--- config.mk ---
export PLATFORM = sky130hd
export DESIGN_NAME = timed_note_voice_allocator_unit
export DESIGN_NICKNAME = d
export VERILOG_FILES = /design/src/rtl/tnva_pkg.sv /design/src/rtl/timed_note_voice_allocator_unit.sv /design/src/rtl/tnva_front.sv /design/src/rtl/tnva_queue.sv /design/src/rtl/tnva_back.sv
export SDC_FILE = /design/constraint.sdc
export NUM_CORES = 1
export LEC_CHECK = 0
export BUFFER_PORTS_ARGS = -buffer_cell sky130_fd_sc_hd__buf_2
export CAP_MARGIN = 25
export CORE_UTILIZATION = 30
export CTS_CLUSTER_SIZE = 40
export DETAILED_ROUTE_END_ITERATION = 10
export PLACE_DENSITY = 0.48
export SYNTH_ARGS = -nofsm -noshare
export SYNTH_HDL_FRONTEND = slang
export SYNTH_SLANG_ARGS = --single-unit
export TNS_END_PERCENT = 5
--- constraint.sdc ---
create_clock -name i_clk -period 8.9 [get_ports i_clk]
set_input_delay 0.445 -clock i_clk [delete_from_list [all_inputs] [get_ports i_clk]]
set_output_delay 0.445 -clock i_clk [all_outputs]
set_load 0.01 [all_outputs]
--- src/rtl/tnva_pkg.sv ---
// ----------------------------------------------------------------------------
// tnva_pkg
// Shared types and constants for the timed note voice allocator.
// ----------------------------------------------------------------------------
package tnva_pkg;

    // Default number of voice slots
    localparam int VOICES_DEF = 8;

    // Most note-offs a single tick may release
    localparam int MAX_RESULTS = 8;
    localparam int RCNT_W      = $clog2(MAX_RESULTS + 1);

    // Ramp time requested on release
    localparam logic [31:0] RELEASE_RAMP_MS = 32'd225;

    // Command queue between front and back
    localparam int QDEPTH = 2;
    localparam int QPTR_W = $clog2(QDEPTH);
    localparam int QCNT_W = $clog2(QDEPTH + 1);

    // Configuration register indexes
    localparam int CFG_IDX_W = 3;
    localparam logic [CFG_IDX_W-1:0] CFG_VOICES_IN_USE      = 3'd0;
    localparam logic [CFG_IDX_W-1:0] CFG_USE_NOTE_CHANNEL   = 3'd1;
    localparam logic [CFG_IDX_W-1:0] CFG_GLOBAL_CHANNEL     = 3'd2;
    localparam logic [CFG_IDX_W-1:0] CFG_LED_MODE           = 3'd3;
    localparam logic [CFG_IDX_W-1:0] CFG_LED_MAX_BRIGHTNESS = 3'd4;
    localparam int CFG_DATA_W = 8;

    // LED modes (code three means no LED as well)
    localparam logic [1:0] LED_NONE      = 2'd0;
    localparam logic [1:0] LED_SLOT      = 2'd1;
    localparam logic [1:0] LED_SLOT_PLUS = 2'd2;

    typedef enum logic {
        OP_NOTE = 1'b0,
        OP_TICK = 1'b1
    } t_op;

    typedef enum logic {
        EV_ON  = 1'b0,
        EV_OFF = 1'b1
    } t_kind;

    // Configuration seen by the back part
    typedef struct packed {
        logic [3:0] voices_in_use;
        logic       use_note_channel;
        logic [4:0] global_channel;
        logic [1:0] led_mode;
        logic [7:0] led_max_brightness;
    } t_cfg;

    // Classified command word
    typedef struct packed {
        t_op         op;
        logic [6:0]  note;
        logic [6:0]  velocity;
        logic [4:0]  channel;
        logic [31:0] hold_ms;
        logic [31:0] expiry;
        logic [31:0] now_ms;
    } t_cmd;

    // Queue status
    typedef struct packed {
        logic full;
        logic empty;
    } t_qstat;

    // One result word
    typedef struct packed {
        t_kind       event_kind;
        logic [6:0]  out_note;
        logic [6:0]  out_velocity;
        logic [4:0]  out_channel;
        logic [2:0]  slot_index;
        logic        led_enable;
        logic [3:0]  led_index;
        logic [7:0]  led_level;
        logic [31:0] led_ramp_ms;
        logic        last;
    } t_res;

endpackage

--- src/rtl/timed_note_voice_allocator_unit.sv ---
// ----------------------------------------------------------------------------
// timed_note_voice_allocator_unit
// Polyphonic voice allocator with timed release and LED ramp requests.
// ----------------------------------------------------------------------------
// A request is taken when start is high and busy is low; busy rises only
// while the two-entry command queue is full. The back part examines one voice
// slot per cycle: an item leaves the queue, then the walk examines slots,
// and a closing step ends the walk when no slot is taken: a note request
// stops at the first free slot, a tick walks all active slots (min of
// voices_in_use and VOICES) or stops after its eighth release. Results
// appear for exactly one cycle on o_strobe and cannot be held off; o_last
// marks the final result of an item.
// Write configuration only while the block is idle.
// ----------------------------------------------------------------------------
module timed_note_voice_allocator_unit #(
    parameter int VOICES = tnva_pkg::VOICES_DEF
) (
    input  logic                                i_clk,
    input  logic                                i_rst_n,
    // request
    input  logic                                start,
    output logic                                busy,
    input  logic                                i_operation,
    input  logic [6:0]                          i_note_number,
    input  logic [6:0]                          i_note_velocity,
    input  logic [31:0]                         i_hold_ms,
    input  logic [4:0]                          i_note_channel,
    input  logic [31:0]                         i_now_ms,
    // results
    output logic                                o_strobe,
    output logic                                o_event_kind,
    output logic [6:0]                          o_out_note,
    output logic [6:0]                          o_out_velocity,
    output logic [4:0]                          o_out_channel,
    output logic [2:0]                          o_slot_index,
    output logic                                o_led_enable,
    output logic [3:0]                          o_led_index,
    output logic [7:0]                          o_led_level,
    output logic [31:0]                         o_led_ramp_ms,
    output logic                                o_last,
    // configuration
    input  logic                                i_cfg_valid,
    output logic                                o_cfg_ready,
    input  logic [tnva_pkg::CFG_IDX_W-1:0]      i_cfg_index,
    input  logic [tnva_pkg::CFG_DATA_W-1:0]     i_cfg_data
);

    tnva_pkg::t_cfg    r_cfg;
    tnva_pkg::t_cmd    push_cmd;
    tnva_pkg::t_cmd    head_cmd;
    tnva_pkg::t_qstat  q_stat;
    tnva_pkg::t_res    res;
    logic              push;
    logic              pop;
    logic              strobe;

    // Configuration registers
    assign o_cfg_ready = 1'b1;

    always_ff @(posedge i_clk) begin
        if (!i_rst_n) begin
            r_cfg.voices_in_use      <= 4'd8;
            r_cfg.use_note_channel   <= 1'b0;
            r_cfg.global_channel     <= 5'd1;
            r_cfg.led_mode           <= tnva_pkg::LED_NONE;
            r_cfg.led_max_brightness <= 8'd255;
        end else if (i_cfg_valid) begin
            case (i_cfg_index)
                tnva_pkg::CFG_VOICES_IN_USE:      r_cfg.voices_in_use      <= i_cfg_data[3:0];
                tnva_pkg::CFG_USE_NOTE_CHANNEL:   r_cfg.use_note_channel   <= i_cfg_data[0];
                tnva_pkg::CFG_GLOBAL_CHANNEL:     r_cfg.global_channel     <= i_cfg_data[4:0];
                tnva_pkg::CFG_LED_MODE:           r_cfg.led_mode           <= i_cfg_data[1:0];
                tnva_pkg::CFG_LED_MAX_BRIGHTNESS: r_cfg.led_max_brightness <= i_cfg_data;
                default: begin
                end
            endcase
        end
    end

    // Front: accept and classify
    tnva_front u_front (
        .i_start         (start),
        .i_full          (q_stat.full),
        .i_operation     (i_operation),
        .i_note_number   (i_note_number),
        .i_note_velocity (i_note_velocity),
        .i_hold_ms       (i_hold_ms),
        .i_note_channel  (i_note_channel),
        .i_now_ms        (i_now_ms),
        .o_push          (push),
        .o_cmd           (push_cmd)
    );

    // Command queue
    tnva_queue u_queue (
        .i_clk   (i_clk),
        .i_rst_n (i_rst_n),
        .i_push  (push),
        .i_cmd   (push_cmd),
        .i_pop   (pop),
        .o_head  (head_cmd),
        .o_stat  (q_stat)
    );

    // Back: slot table and sequencer
    tnva_back #(
        .VOICES (VOICES)
    ) u_back (
        .i_clk    (i_clk),
        .i_rst_n  (i_rst_n),
        .i_cfg    (r_cfg),
        .i_head   (head_cmd),
        .i_empty  (q_stat.empty),
        .o_pop    (pop),
        .o_strobe (strobe),
        .o_res    (res)
    );

    // Drive result ports
    assign busy           = q_stat.full;
    assign o_strobe       = strobe;
    assign o_event_kind   = res.event_kind;
    assign o_out_note     = res.out_note;
    assign o_out_velocity = res.out_velocity;
    assign o_out_channel  = res.out_channel;
    assign o_slot_index   = res.slot_index;
    assign o_led_enable   = res.led_enable;
    assign o_led_index    = res.led_index;
    assign o_led_level    = res.led_level;
    assign o_led_ramp_ms  = res.led_ramp_ms;
    assign o_last         = res.last;

    // Back never pops an empty queue
    a_pop_nonempty: assert property (@(posedge i_clk) disable iff (!i_rst_n)
        pop |-> !q_stat.empty)
        else $error("command popped from empty queue");

    // A pushed word leaves the queue non-empty unless popped at once
    a_push_lands: assert property (@(posedge i_clk) disable iff (!i_rst_n)
        (push && !pop) |=> !q_stat.empty)
        else $error("pushed command lost");

    // Note-off carries zero velocity and zero LED level
    a_off_zero: assert property (@(posedge i_clk) disable iff (!i_rst_n)
        (o_strobe && (o_event_kind == tnva_pkg::EV_OFF)) |->
            (o_out_velocity == 7'd0) && (o_led_level == 8'd0))
        else $error("note-off with nonzero velocity or level");

    // LED fields stay clear when no LED ramp is requested
    a_led_off: assert property (@(posedge i_clk) disable iff (!i_rst_n)
        (o_strobe && !o_led_enable) |->
            (o_led_index == 4'd0) && (o_led_level == 8'd0) && (o_led_ramp_ms == 32'd0))
        else $error("LED fields set while LED disabled");

endmodule

--- src/rtl/tnva_front.sv ---
// ----------------------------------------------------------------------------
// tnva_front
// Accepts request words, classifies them and precomputes the note expiry.
// ----------------------------------------------------------------------------
module tnva_front (
    input  logic              i_start,
    input  logic              i_full,
    input  logic              i_operation,
    input  logic [6:0]        i_note_number,
    input  logic [6:0]        i_note_velocity,
    input  logic [31:0]       i_hold_ms,
    input  logic [4:0]        i_note_channel,
    input  logic [31:0]       i_now_ms,
    output logic              o_push,
    output tnva_pkg::t_cmd    o_cmd
);

    // Take a word whenever the queue has room
    assign o_push = i_start & ~i_full;

    // Build the command word; expiry wraps at 32 bits
    always_comb begin
        o_cmd.op       = tnva_pkg::t_op'(i_operation);
        o_cmd.note     = i_note_number;
        o_cmd.velocity = i_note_velocity;
        o_cmd.channel  = i_note_channel;
        o_cmd.hold_ms  = i_hold_ms;
        o_cmd.expiry   = i_now_ms + i_hold_ms;
        o_cmd.now_ms   = i_now_ms;
    end

endmodule

--- src/rtl/tnva_queue.sv ---
// ----------------------------------------------------------------------------
// tnva_queue
// Short command queue that decouples the front part from the back part.
// ----------------------------------------------------------------------------
module tnva_queue (
    input  logic              i_clk,
    input  logic              i_rst_n,
    input  logic              i_push,
    input  tnva_pkg::t_cmd    i_cmd,
    input  logic              i_pop,
    output tnva_pkg::t_cmd    o_head,
    output tnva_pkg::t_qstat  o_stat
);

    tnva_pkg::t_cmd                    r_mem [tnva_pkg::QDEPTH];
    logic [tnva_pkg::QPTR_W-1:0]       r_wp;
    logic [tnva_pkg::QPTR_W-1:0]       r_rp;
    logic [tnva_pkg::QCNT_W-1:0]       r_cnt;

    // Status
    assign o_stat.full  = (r_cnt == tnva_pkg::QCNT_W'(tnva_pkg::QDEPTH));
    assign o_stat.empty = (r_cnt == '0);
    assign o_head       = r_mem[r_rp];

    // Store entries
    always_ff @(posedge i_clk) begin
        if (i_push) begin
            r_mem[r_wp] <= i_cmd;
        end
    end

    // Advance pointers and count
    always_ff @(posedge i_clk) begin
        if (!i_rst_n) begin
            r_wp  <= '0;
            r_rp  <= '0;
            r_cnt <= '0;
        end else begin
            if (i_push) begin
                r_wp <= r_wp + 1'b1;
            end
            if (i_pop) begin
                r_rp <= r_rp + 1'b1;
            end
            if (i_push && !i_pop) begin
                r_cnt <= r_cnt + 1'b1;
            end else if (!i_push && i_pop) begin
                r_cnt <= r_cnt - 1'b1;
            end
        end
    end

endmodule

--- src/rtl/tnva_back.sv ---
// ----------------------------------------------------------------------------
// tnva_back
// Voice slot table and sequencer: one slot examined per cycle, results
// registered. Note-offs are held one step so the last one can be marked.
// ----------------------------------------------------------------------------
module tnva_back #(
    parameter int VOICES = tnva_pkg::VOICES_DEF
) (
    input  logic              i_clk,
    input  logic              i_rst_n,
    input  tnva_pkg::t_cfg    i_cfg,
    input  tnva_pkg::t_cmd    i_head,
    input  logic              i_empty,
    output logic              o_pop,
    output logic              o_strobe,
    output tnva_pkg::t_res    o_res
);

    localparam int SLOT_W = (VOICES > 1) ? $clog2(VOICES) : 1;
    localparam int CNT_W  = $clog2(VOICES + 1);

    typedef enum logic {
        S_IDLE,
        S_SCAN
    } t_state;

    typedef struct packed {
        tnva_pkg::t_kind    kind;
        logic [SLOT_W-1:0]  slot;
        logic [6:0]         note;
        logic [6:0]         velocity;
        logic [4:0]         channel;
    } t_evt;

    t_state                       r_state;
    tnva_pkg::t_cmd               r_cmd;
    logic [CNT_W-1:0]             r_idx;
    logic [tnva_pkg::RCNT_W-1:0]  r_cnt;
    logic                         r_pend_v;
    t_evt                         r_pend;
    logic                         r_strobe;
    tnva_pkg::t_res               r_res;

    logic [6:0]                   r_vel  [VOICES];
    logic [6:0]                   r_note [VOICES];
    logic [31:0]                  r_exp  [VOICES];
    logic [4:0]                   r_chan [VOICES];

    logic [SLOT_W-1:0]            slot;
    logic [CNT_W-1:0]             n_active;
    logic                         scan_end;
    logic                         take;
    logic                         release_hit;
    t_evt                         ev_on;
    t_evt                         ev_off;

    // Format an event into a result word
    function automatic tnva_pkg::t_res fmt(t_evt e, logic last, tnva_pkg::t_cfg c,
                                           logic [31:0] hold);
        tnva_pkg::t_res r;
        logic           en;
        logic [31:0]    s;
        logic [31:0]    sp;
        en = (c.led_mode == tnva_pkg::LED_SLOT) || (c.led_mode == tnva_pkg::LED_SLOT_PLUS);
        s  = 32'(e.slot);
        sp = s + 32'd1;
        r.event_kind   = e.kind;
        r.out_note     = e.note;
        r.out_velocity = e.velocity;
        r.out_channel  = c.use_note_channel ? e.channel : c.global_channel;
        r.slot_index   = s[2:0];
        r.led_enable   = en;
        r.led_index    = !en ? 4'd0 :
                         (c.led_mode == tnva_pkg::LED_SLOT_PLUS) ? sp[3:0] : s[3:0];
        r.led_level    = !en ? 8'd0 :
                         (e.kind == tnva_pkg::EV_ON) ? c.led_max_brightness : 8'd0;
        r.led_ramp_ms  = !en ? 32'd0 :
                         (e.kind == tnva_pkg::EV_ON) ? hold : tnva_pkg::RELEASE_RAMP_MS;
        r.last         = last;
        return r;
    endfunction

    // Decode the current slot
    always_comb begin
        slot     = r_idx[SLOT_W-1:0];
        n_active = (32'(i_cfg.voices_in_use) > 32'(VOICES)) ? CNT_W'(VOICES)
                                                              : CNT_W'(i_cfg.voices_in_use);
        scan_end = (r_idx >= n_active) ||
                   ((r_cmd.op == tnva_pkg::OP_TICK) &&
                    (r_cnt == tnva_pkg::RCNT_W'(tnva_pkg::MAX_RESULTS)));
        take        = (r_state == S_SCAN) && !scan_end &&
                      (r_cmd.op == tnva_pkg::OP_NOTE) && (r_vel[slot] == 7'd0);
        release_hit = (r_state == S_SCAN) && !scan_end &&
                      (r_cmd.op == tnva_pkg::OP_TICK) && (r_vel[slot] != 7'd0) &&
                      (r_exp[slot] <= r_cmd.now_ms);

        ev_on.kind     = tnva_pkg::EV_ON;
        ev_on.slot     = slot;
        ev_on.note     = r_cmd.note;
        ev_on.velocity = r_cmd.velocity;
        ev_on.channel  = r_cmd.channel;

        ev_off.kind     = tnva_pkg::EV_OFF;
        ev_off.slot     = slot;
        ev_off.note     = r_note[slot];
        ev_off.velocity = 7'd0;
        ev_off.channel  = r_chan[slot];
    end

    // Pop the next command when idle
    assign o_pop    = (r_state == S_IDLE) && !i_empty;
    assign o_strobe = r_strobe;
    assign o_res    = r_res;

    // Store note data of a taken slot
    always_ff @(posedge i_clk) begin
        if (take) begin
            r_note[slot] <= r_cmd.note;
            r_exp[slot]  <= r_cmd.expiry;
            r_chan[slot] <= r_cmd.channel;
        end
    end

    // Sequencer, slot velocities and result register
    always_ff @(posedge i_clk) begin
        if (!i_rst_n) begin
            r_state  <= S_IDLE;
            r_strobe <= 1'b0;
            r_pend_v <= 1'b0;
            r_idx    <= '0;
            r_cnt    <= '0;
            for (int i = 0; i < VOICES; i++) begin
                r_vel[i] <= 7'd0;
            end
        end else begin
            r_strobe <= 1'b0;
            case (r_state)
                S_IDLE: begin
                    if (!i_empty) begin
                        r_cmd    <= i_head;
                        r_idx    <= '0;
                        r_cnt    <= '0;
                        r_pend_v <= 1'b0;
                        r_state  <= S_SCAN;
                    end
                end
                S_SCAN: begin
                    if (scan_end) begin
                        // flush the held note-off as the last one
                        if (r_pend_v) begin
                            r_res    <= fmt(r_pend, 1'b1, i_cfg, r_cmd.hold_ms);
                            r_strobe <= 1'b1;
                        end
                        r_pend_v <= 1'b0;
                        r_state  <= S_IDLE;
                    end else if (take) begin
                        r_vel[slot] <= r_cmd.velocity;
                        r_res       <= fmt(ev_on, 1'b1, i_cfg, r_cmd.hold_ms);
                        r_strobe    <= 1'b1;
                        r_state     <= S_IDLE;
                    end else begin
                        if (release_hit) begin
                            r_vel[slot] <= 7'd0;
                            if (r_pend_v) begin
                                r_res    <= fmt(r_pend, 1'b0, i_cfg, r_cmd.hold_ms);
                                r_strobe <= 1'b1;
                            end
                            r_pend   <= ev_off;
                            r_pend_v <= 1'b1;
                            r_cnt    <= r_cnt + 1'b1;
                        end
                        r_idx <= r_idx + 1'b1;
                    end
                end
                default: begin
                    r_state <= S_IDLE;
                end
            endcase
        end
    end

endmodule

# Word level (Yosys, flattened, before mapping)

Memory sizes are Yosys's and may differ from the RTL's. A register that Yosys moved wholly into a read port is not among the register bits.
Index checks and enable logic that the tools add are counted.

Add/sub/neg operators: 9
$lt $le $gt $ge: 3
Eq/ne operators: 15
Mux-type cells: 61
Bitwise gates (word level): 8
Reduce and logical (&&, ||, !) cells: 36

Operators with widths:

| operator                                                         | number |
|---|---|
| 69-bit 2-to-1 mux                                                | 5 |
| 4-bit 2-to-1 mux                                                 | 11 |
| 32-bit adder                                                     | 1 |
| 32-bit <= comparator                                             | 1 |
| 32-bit 2-to-1 mux                                                | 1 |
| 1-bit 2-to-1 mux                                                 | 27 |
| 8-bit 2-to-1 mux                                                 | 2 |
| 4-bit one-hot mux with 2 select lines                            | 2 |
| 3-bit 2-to-1 mux                                                 | 5 |
| 7-bit 2-to-1 mux                                                 | 2 |
| 2-bit AND reduction                                              | 6 |
| 1-bit logical AND                                                | 10 |
| 5-bit 2-to-1 mux                                                 | 2 |
| 5-bit AND reduction                                              | 2 |
| 3-bit AND reduction                                              | 3 |
| 3-bit by 1-bit adder with 4-bit output (second input constant)   | 2 |
| 4-bit by 1-bit adder with 4-bit output (second input constant)   | 2 |
| 2-bit != test (second input constant)                            | 4 |
| 7-bit zero test                                                  | 1 |
| 7-bit nonzero test                                               | 1 |
| 7-bit OR reduction                                               | 1 |
| 3-bit by 2-bit == test with 1-bit output (second input constant) | 2 |
| 3-bit != test (second input constant)                            | 2 |
| 1-bit inverter                                                   | 6 |
| other kinds (22)                                                 | 31 |

Bits in registers: 107
RAM bits: 640
Input bits: 99
Output and inout bits: 72
Word-level logic and storage cells: 161
Memories kept: 5

Memories:

| memory        | words | width | read ports | clocked after Yosys merged registers in | wr ports | line             | RTL |
|---|---|---|---|---|---|---|---|
| u_back.r_exp  | 8     | 32    | 1          | 1                                       | 1        | tnva_back.sv:46  | `logic [31:0] r_exp [VOICES];` |
| u_queue.r_mem | 2     | 116   | 1          | 1                                       | 1        | tnva_queue.sv:15 | `tnva_pkg::t_cmd r_mem [tnva_pkg::QDEPTH];` |
| u_back.r_note | 8     | 7     | 1          | 1                                       | 1        | tnva_back.sv:45  | `logic [6:0] r_note [VOICES];` |
| u_back.r_vel  | 8     | 7     | 1          | 1                                       | 8        | tnva_back.sv:44  | `logic [6:0] r_vel [VOICES];` |
| u_back.r_chan | 8     | 5     | 1          | 1                                       | 1        | tnva_back.sv:47  | `logic [4:0] r_chan [VOICES];` |

# Longest topological paths before layout

Gate-level depths: netlist of the first run.

Word-level depth: 18
Mapped depth: 15
Mapped depth without buffers: 12

# Modules after synthesis

From an unflattened synthesis of the first run, not the netlist that was laid out.

Cells, all modules: 2076
Area total of the unflattened synthesis: 35700.5 µm²

Modules (own cells, without submodules):

| module                          | times used | cells an instance | area an instance (µm²) | sequential area each (µm²) |
|---|---|---|---|---|
| tnva_back                       | 1          | 1291              | 23750.3                | 18537.8 |
| tnva_queue                      | 1          | 383               | 8742.1                 | 7066.8 |
| tnva_front                      | 1          | 317               | 2323.5                 | 0.0 |
| timed_note_voice_allocator_unit | 1          | 85                | 884.6                  | 400.4 |

# Least setup slack after synthesis of the first run

Ideal clock, no wire load.

Path kind: reg2reg
Start point: reg with a tool-made name
End point: reg u_back.r_res (netlist bit u_back.o_res[0]), enable pin
Setup time: 0.519 ns
Arrival: 6.987 ns
Data required time: 8.381 ns
Slack: 1.394 ns
Cell stages (with the launch flop): 16
Path buffers: 3
Clock period less this slack: 7.506 ns
Cells stage by stage: dfxtp_1 buf_2 clkbuf_1 buf_1 mux4_2 mux2_2 ha_1 a21o_1 a21o_1 a21oi_1 o21a_1 o221ai_1 a21o_1 a21oi_1 o21ai_0 a21oi_1

RTL lines:

| element              | line             | RTL |
|---|---|---|
| end signal, assigned | tnva_back.sv:151 | `r_res <= fmt(r_pend, 1'b1, i_cfg, r_cmd.hold_ms);` |
| end signal, assigned | tnva_back.sv:158 | `r_res <= fmt(ev_on, 1'b1, i_cfg, r_cmd.hold_ms);` |
| end signal, assigned | tnva_back.sv:165 | `r_res <= fmt(r_pend, 1'b0, i_cfg, r_cmd.hold_ms);` |
| end, declared        | tnva_back.sv:42  | `tnva_pkg::t_res r_res;` |

==> results of run 1 <==
cell usage in the layout (no fill, tap or decap), drive strengths merged, types with 5 or more instances in the layout:
| master | Yosys | routed |
|---|---|---|
| xnor2 | 25 | 25 |
| nand2 | 97 | 97 |
| bufinv | 0 | 8 |
| ha | 73 | 73 |
| o21bai | 8 | 8 |
| clkinv | 1 | 45 |
| o21ai | 30 | 30 |
| a211oi | 8 | 8 |
| or3 | 8 | 8 |
| nor3 | 14 | 14 |
| a21o | 29 | 29 |
| o21a | 10 | 10 |
| nor2b | 5 | 5 |
| buf | 15 | 206 |
| xor2 | 13 | 13 |
| edfxtp | 840 | 840 |
| a31oi | 8 | 8 |
| nor4 | 13 | 13 |
| a211o | 5 | 5 |
| mux2 | 148 | 148 |
| clkinvlp | 0 | 6 |
| nand3 | 24 | 24 |
| and3 | 54 | 54 |
| nand2b | 6 | 6 |
| mux2i | 13 | 13 |
| a22oi | 48 | 48 |
| dfxtp | 38 | 38 |
| dlygate4sd3 | 0 | 72 |
| inv | 52 | 60 |
| mux4 | 64 | 64 |
| nand4 | 20 | 20 |
| a21oi | 47 | 47 |
| nor2 | 114 | 114 |
| clkbuf | 57 | 110 |
kinds of logic after synthesis:
| kind of cell | share of synthesized area |
|---|---|
| buf+inv | 0.0140 |
| compound gates | 0.0428 |
| fa+ha+maj | 0.0273 |
| mux | 0.0947 |
| flops | 0.760 |
| xor+xnor | 0.00973 |
| other cells | 0.000110 |
| simple gates | 0.0514 |
per-layer routing:
layer,global-route usage,part of all wire
met1,0.201,0.47
met2,0.227,0.46
met3,0.0234,0.044
met4,0.0402,0.019
met5,0,0
final cells by class:
type,instances,area share
flip-flops and latches,878,0.636
well taps,1500,0.0459
multi-input cells,918,0.192
clock buffers,110,0.0609
repair buffers,278,0.0464
clock inverters,66,0.0136
inverters,53,0.00487
diodes,1,0.0000613
cell usage after synthesis, drive strengths merged (2+ instances only):
cell type,number
nand2b,6
nor4b,3
a31o,4
dfxtp,38
o2111ai,2
a211oi,8
mux4,64
ha,73
nor2b,5
nand3,24
nor3,14
o21a,10
a31oi,8
buf,15
and3,54
clkbuf,57
nand2,97
o21bai,8
o311a,2
or2,2
a2111oi,2
a21o,29
a211o,5
nand4,20
edfxtp,840
o21ai,30
a21oi,47
inv,52
nor4,13
o211ai,2
and2,4
mux2,148
a22oi,48
xor2,13
xnor2,25
mux2i,13
or3,8
nor2,114
and4b,2
through the flow:
step	setup WS, ns	cell area (µm²)	cells	power, W	hold WS (ns)
after floorplan	1.39	34200	1921	0.00639	0.432
after global routing	2.45	40800	3803	0.0112	0.0226
final	2.89	40900	3804	0.0107	0.0555
after detailed placement	2.80	37100	3553	0.00693	0.452
after CTS	2.75	40800	3801	0.0109	0.000414
after global placement	2.47	37000	3548	0.00688	0.441
state kept, by name, summed over array words and instances, names as in the netlist, named ones only:
| name | count |
|---|---|
| u_back.r_state | 1 |
| u_back.r_exp | 256 |
| u_back.o_res | 69 |
| u_queue.r_wp | 1 |
| u_queue.r_cnt | 2 |
| u_back.o_strobe | 1 |
| u_back.ev_on | 19 |
| r_cfg | 20 |
| u_back.r_note | 56 |
| u_back.r_pend_v | 1 |
| u_back.r_vel | 56 |
| u_back.r_idx | 4 |
| u_back.r_chan | 40 |
| u_queue.r_rp | 1 |
| u_back.r_pend | 15 |
| u_back.r_cnt | 4 |
| u_queue.r_mem | 232 |
| u_back.r_cmd | 97 |
worst min path at each step:
| stage | startpoint | end | slack, ns | cells after the start |
|---|---|---|---|---|
| 6_report | i_hold_ms[18] | u_queue.r_mem[0][82] | 0.06 | 1 |
| 5_1_grt | i_hold_ms[21] | u_queue.r_mem[1][85] | 0.02 | 1 |
| 4_1_cts | i_now_ms[25] | u_queue.r_mem[1][25] | 0.0004 | 1 |
| 3_5_place_dp | r_cfg[7] | r_cfg[7] | 0.45 | 2 |
| 3_3_place_gp | r_cfg[6] | r_cfg[6] | 0.44 | 2 |
| 2_1_floorplan | r_cfg[2] | r_cfg[2] | 0.43 | 2 |
power by group through the flow:
| stage | Sequential (W) | Combinational, W | Clock (W) |
|---|---|---|---|
| final | 0.00540 | 0.00145 | 0.00385 |
| after global placement | 0.00547 | 0.00141 | 0 |
| after global routing | 0.00546 | 0.00159 | 0.00412 |
| after CTS | 0.00541 | 0.00148 | 0.00397 |
| after detailed placement | 0.00549 | 0.00144 | 0 |
| after floorplan | 0.00539 | 0.000998 | 0 |
what timing repair did:
| item | 4_1_cts | 5_1_grt |
|---|---|---|
| setup buffers | 0 | 0 |
| hold endpoints to repair | 140 | 0 |
| hold buffers | 72 | 0 |
==> metrics, run 1 <==
Setup-failing EPs final 0; synth unique cells 59; via count 18000; TritonCTS buffer count 95; CP top delay family compound AO/OA/AOI/OAI gates; Seq. cell area 26000 µm²; NumNets Final 2397; Syn Nets 2094; Mean Syn Cell Area 17.8 µm²; cell count after synthesis 1921; Multi-input gate area 7840 µm²; Initial Utilization 0.303; Root Driver clkbuf_16; Starting DRT DRC Count 1397; die extent in x 340 µm; Antenna Nets Post-Route 0; Fin. Hold Viols 0; Clock Pin Slew Worst Setup and Hold Paths 0.06 ns; Max-Cap Viols 0; CP max stage cell dfxtp_4; largest net degree at the start of global routing 87; fraction of registers with async set/reset 0; CP max stage delay 0.85 ns; internal power 0.00800 W; Ports 171; pwr/cell area 262 nW/µm²; Synth area leaders edfxtp_1, mux2_2, mux4_2; Fill cells 10600; Rows 123; DR WL/cell 21.6 µm; Synth top area share 0.738; leakage 14.1 nW; Detail Placement HPWL 50000 µm; worst reg-to-reg path cell count 14; Worst Skew 0.0295 ns; VDD IR-drop max 132 µV; Gate power share 0.135; sequential share of power 0.505; Tcrit/Tclk final 0.676; Clk Latency, worst-skew pair 0.66 ns; CP dominant cell by count a21o_1; setup TNS 0 ns; WP data arrival 6.27 ns; startpoint types flop; CTS tree built; # resized after CTS 0; buffer and inverter count on the worst path 2; DRC 0; Final GP Congestion 0.766; worst reg-to-reg setup slack 2.89 ns; critical path capture point u_back.r_vel[3][3]; die height 340 µm; RSZ-0062 raised after global routing false; sequential area share after synthesis 0.760; 1st-pass router iterations 5; crit-path max FO 41; total gr overflow 0; Worst Max-Slew Pin Slew 0.974 ns; Layout area overhead 19.5%; Synth area leader edfxtp_1; Clk pwr share 0.360; Worst R2R End u_back.r_vel[3][3]; PortBufs 169; HP Class input pin to flop; status complete, no violations; Post-Syn Area 34200 µm²; min Tclk post-route 6.01 ns; final wirelength 82200 µm; initial antenna violation count 0; synthesis warning total 0; switching power 0.00270 W; CP cell instances buf_4 -> mux4_2 -> mux2_2 -> ha_1 -> a21o_1 -> a21o_1 -> a21oi_1 -> o21a_1 -> o221ai_1 -> a21o_1 -> a21oi_1 -> o21ai_0 -> buf_2 -> o21ai_0; vias per std cell 4.73; Longest Clk Path Bufs 3; critical path class flop to flop; final max-slew violation count 0; Sink Count 878; All-Layer GR Usage 0.143; maximum clock frequency 0.166 GHz; Yosys reg bits 878; core area 113000 µm²; Net Sw Frac 0.253; Slew HR 0.351; worst path required time 9.16 ns; top_reg_cell synth edfxtp_1; Final Util 0.362; CP Depth 14; number of global-route vias before repair 19000; number of H-tree levels 3; ratio of cells with drive above 1 in the final layout 0.260; Die ar. 115000 µm²; first-pass GRT wire length 123000 µm; EDFF count, synth 840; critical path endpoint category flop
Power figures use the tool's default switching activity.
==> run 2: changes to the inputs <==
- PLACE_DENSITY: 0.48 -> 0.49
- clock period: 8.9 -> 4.8 ns (I/O delays scaled with it)
==> metrics, run 2 (synthesized netlist as in run 1, its figures left out) <==
status complete, no violations; final wirelength 82300 µm; Max-Cap Viols 0; largest net degree at the start of global routing 99; Worst Max-Slew Pin Slew 0.906 ns; critical path class flop to flop; CTS tree built; Detail Placement HPWL 50900 µm; ratio of cells with drive above 1 in the final layout 0.268; critical path endpoint category flop; Worst Skew 0.0411 ns; Rows 123; postcts setup bufs 0; startpoint types flop; critical path capture point u_back.o_res[1]; Fill cells 10400; worst path required time 5.11 ns; via count 18100; Antenna Nets Post-Route 0; TritonCTS buffer count 97; worst reg-to-reg path cell count 15; crit-path max FO 47; number of H-tree levels 3; grt met2 use 0.222; Initial Utilization 0.303; Seq. cell area 26000 µm²; CP max stage delay 0.52 ns; met1 Track Usage GR 0.197; WP data arrival 4.70 ns; largest registers u_back.r_exp: 256 flops, u_queue.r_mem: 232 flops, u_back.r_cmd: 97 flops; 1st-pass router iterations 5; die height 340 µm; die extent in x 340 µm; maximum clock frequency 0.228 GHz; Die ar. 115000 µm²; vias per std cell 4.71; Setup-failing EPs final 0; min Tclk post-route 4.39 ns; CP dominant cell by count a21o_1; All-Layer GR Usage 0.141; leakage 14.5 nW; NumNets Final 2447; buffer and inverter count on the worst path 3; # hold bufs at CTS 95; Top Usage Layer GRT met2; CP max stage cell dfxtp_4; Slew HR 0.395; Final Power 0.0202 W; Clock Pin Slew Worst Setup and Hold Paths 0.06 ns; Final GP Congestion 0.747; PortBufs 169; Longest Clk Path Bufs 3; # resized after CTS 0; Clk Latency, worst-skew pair 0.68 ns; CP Depth 15; DR WL/cell 21.4 µm; VDD IR-drop max 266 µV; Largest register FFs 256; CP cell instances buf_12 -> mux4_2 -> mux2_2 -> ha_1 -> a21o_1 -> a21o_1 -> a21oi_1 -> o21a_1 -> o221ai_1 -> a21o_1 -> a21oi_1 -> buf_4 -> o21ai_0 -> a21oi_4 -> buf_12; Layout area overhead 22.0%; Reg with most FFs u_back.r_exp; RSZ-0062 raised after global routing false; DRC 0; Fin. Hold Viols 0; first-pass GRT wire length 121000 µm; minimum hold slack 0.0512 ns; Sink Count 878; Multi-input gate area 7840 µm²; pwr/cell area 485 nW/µm²; Worst R2R End u_back.o_res[1]; CP top delay family compound AO/OA/AOI/OAI gates; Tcrit/Tclk final 0.914; core area 113000 µm²; worst reg-to-reg setup slack 0.41 ns; Starting DRT DRC Count 1367; commonest non-fill, non-tap cell in the layout edfxtp_1; number of global-route vias before repair 19000; total gr overflow 0; final max-slew violation count 0; M3 GR Usage 0.0272; most frequent cells in the layout edfxtp_1, buf_2, mux2_2; Ports 171; Root Driver clkbuf_16; HP Class input pin to flop; initial antenna violation count 0
[run 2: final cells by class]
| class | instances | area share |
|---|---|---|
| clock buffers | 110 | 0.0606 |
| diodes | 1 | 0.0000600 |
| flip-flops and latches | 878 | 0.623 |
| inverters | 53 | 0.00477 |
| multi-input cells | 918 | 0.188 |
| clock inverters | 66 | 0.0159 |
| well taps | 1500 | 0.0450 |
| repair buffers | 326 | 0.0624 |
[run 2: through the flow]
stage	std cells	setup TNS [ns]	utilization	area (µm²)	setup WS, ns
floorplan	1921	-144.81	-	34200	-1.25
CTS	3851	0	0.370	41700	0.350
global placement	3576	0	0.333	37500	0.373
global route	3851	0	0.370	41700	0.159
detailed placement	3580	0	0.333	37600	0.391
finish	3852	0	0.370	41700	0.411
[run 2: where the power goes]
group	leakage (nW)	internal, W	switching, W
registers	8.12	0.00954	0.000488
clock network	1.57	0.00438	0.00306
logic	4.78	0.00122	0.00153
total	14.5	0.0151	0.00508
[run 2: worst register-to-register path, stage by stage (launching register included)]
cell and delay, ns:
dfxtp_4 0.52, buf_12 0.25, mux4_2 0.54, mux2_2 0.28, ha_1 0.31, a21o_1 0.16
a21o_1 0.17, a21oi_1 0.21, o21a_1 0.17, o221ai_1 0.17, a21o_1 0.22, a21oi_1 0.14
buf_4 0.15, o21ai_0 0.15, a21oi_4 0.24, buf_12 0.28
[run 2: per-layer routing]
layer | vias to the layer above | part of all wire
met5 | - | 0
li1 | 8269 | -
met3 | 125 | 0.053
met4 | 0 | 0.024
met2 | 441 | 0.46
met1 | 9309 | 0.46
[run 2: worst min-delay path by stage]
stage | from | end | cells past startpoint
after floorplan | i_now_ms[0] | u_queue.r_mem[0][0] | 0
after global placement | i_note_velocity[3] | u_queue.r_mem[0][104] | 1
after detailed placement | i_note_number[6] | u_queue.r_mem[1][114] | 1
after CTS | start | u_queue.r_wp | 4
after global routing | start | u_queue.r_wp | 4
final | start | u_queue.r_wp | 4
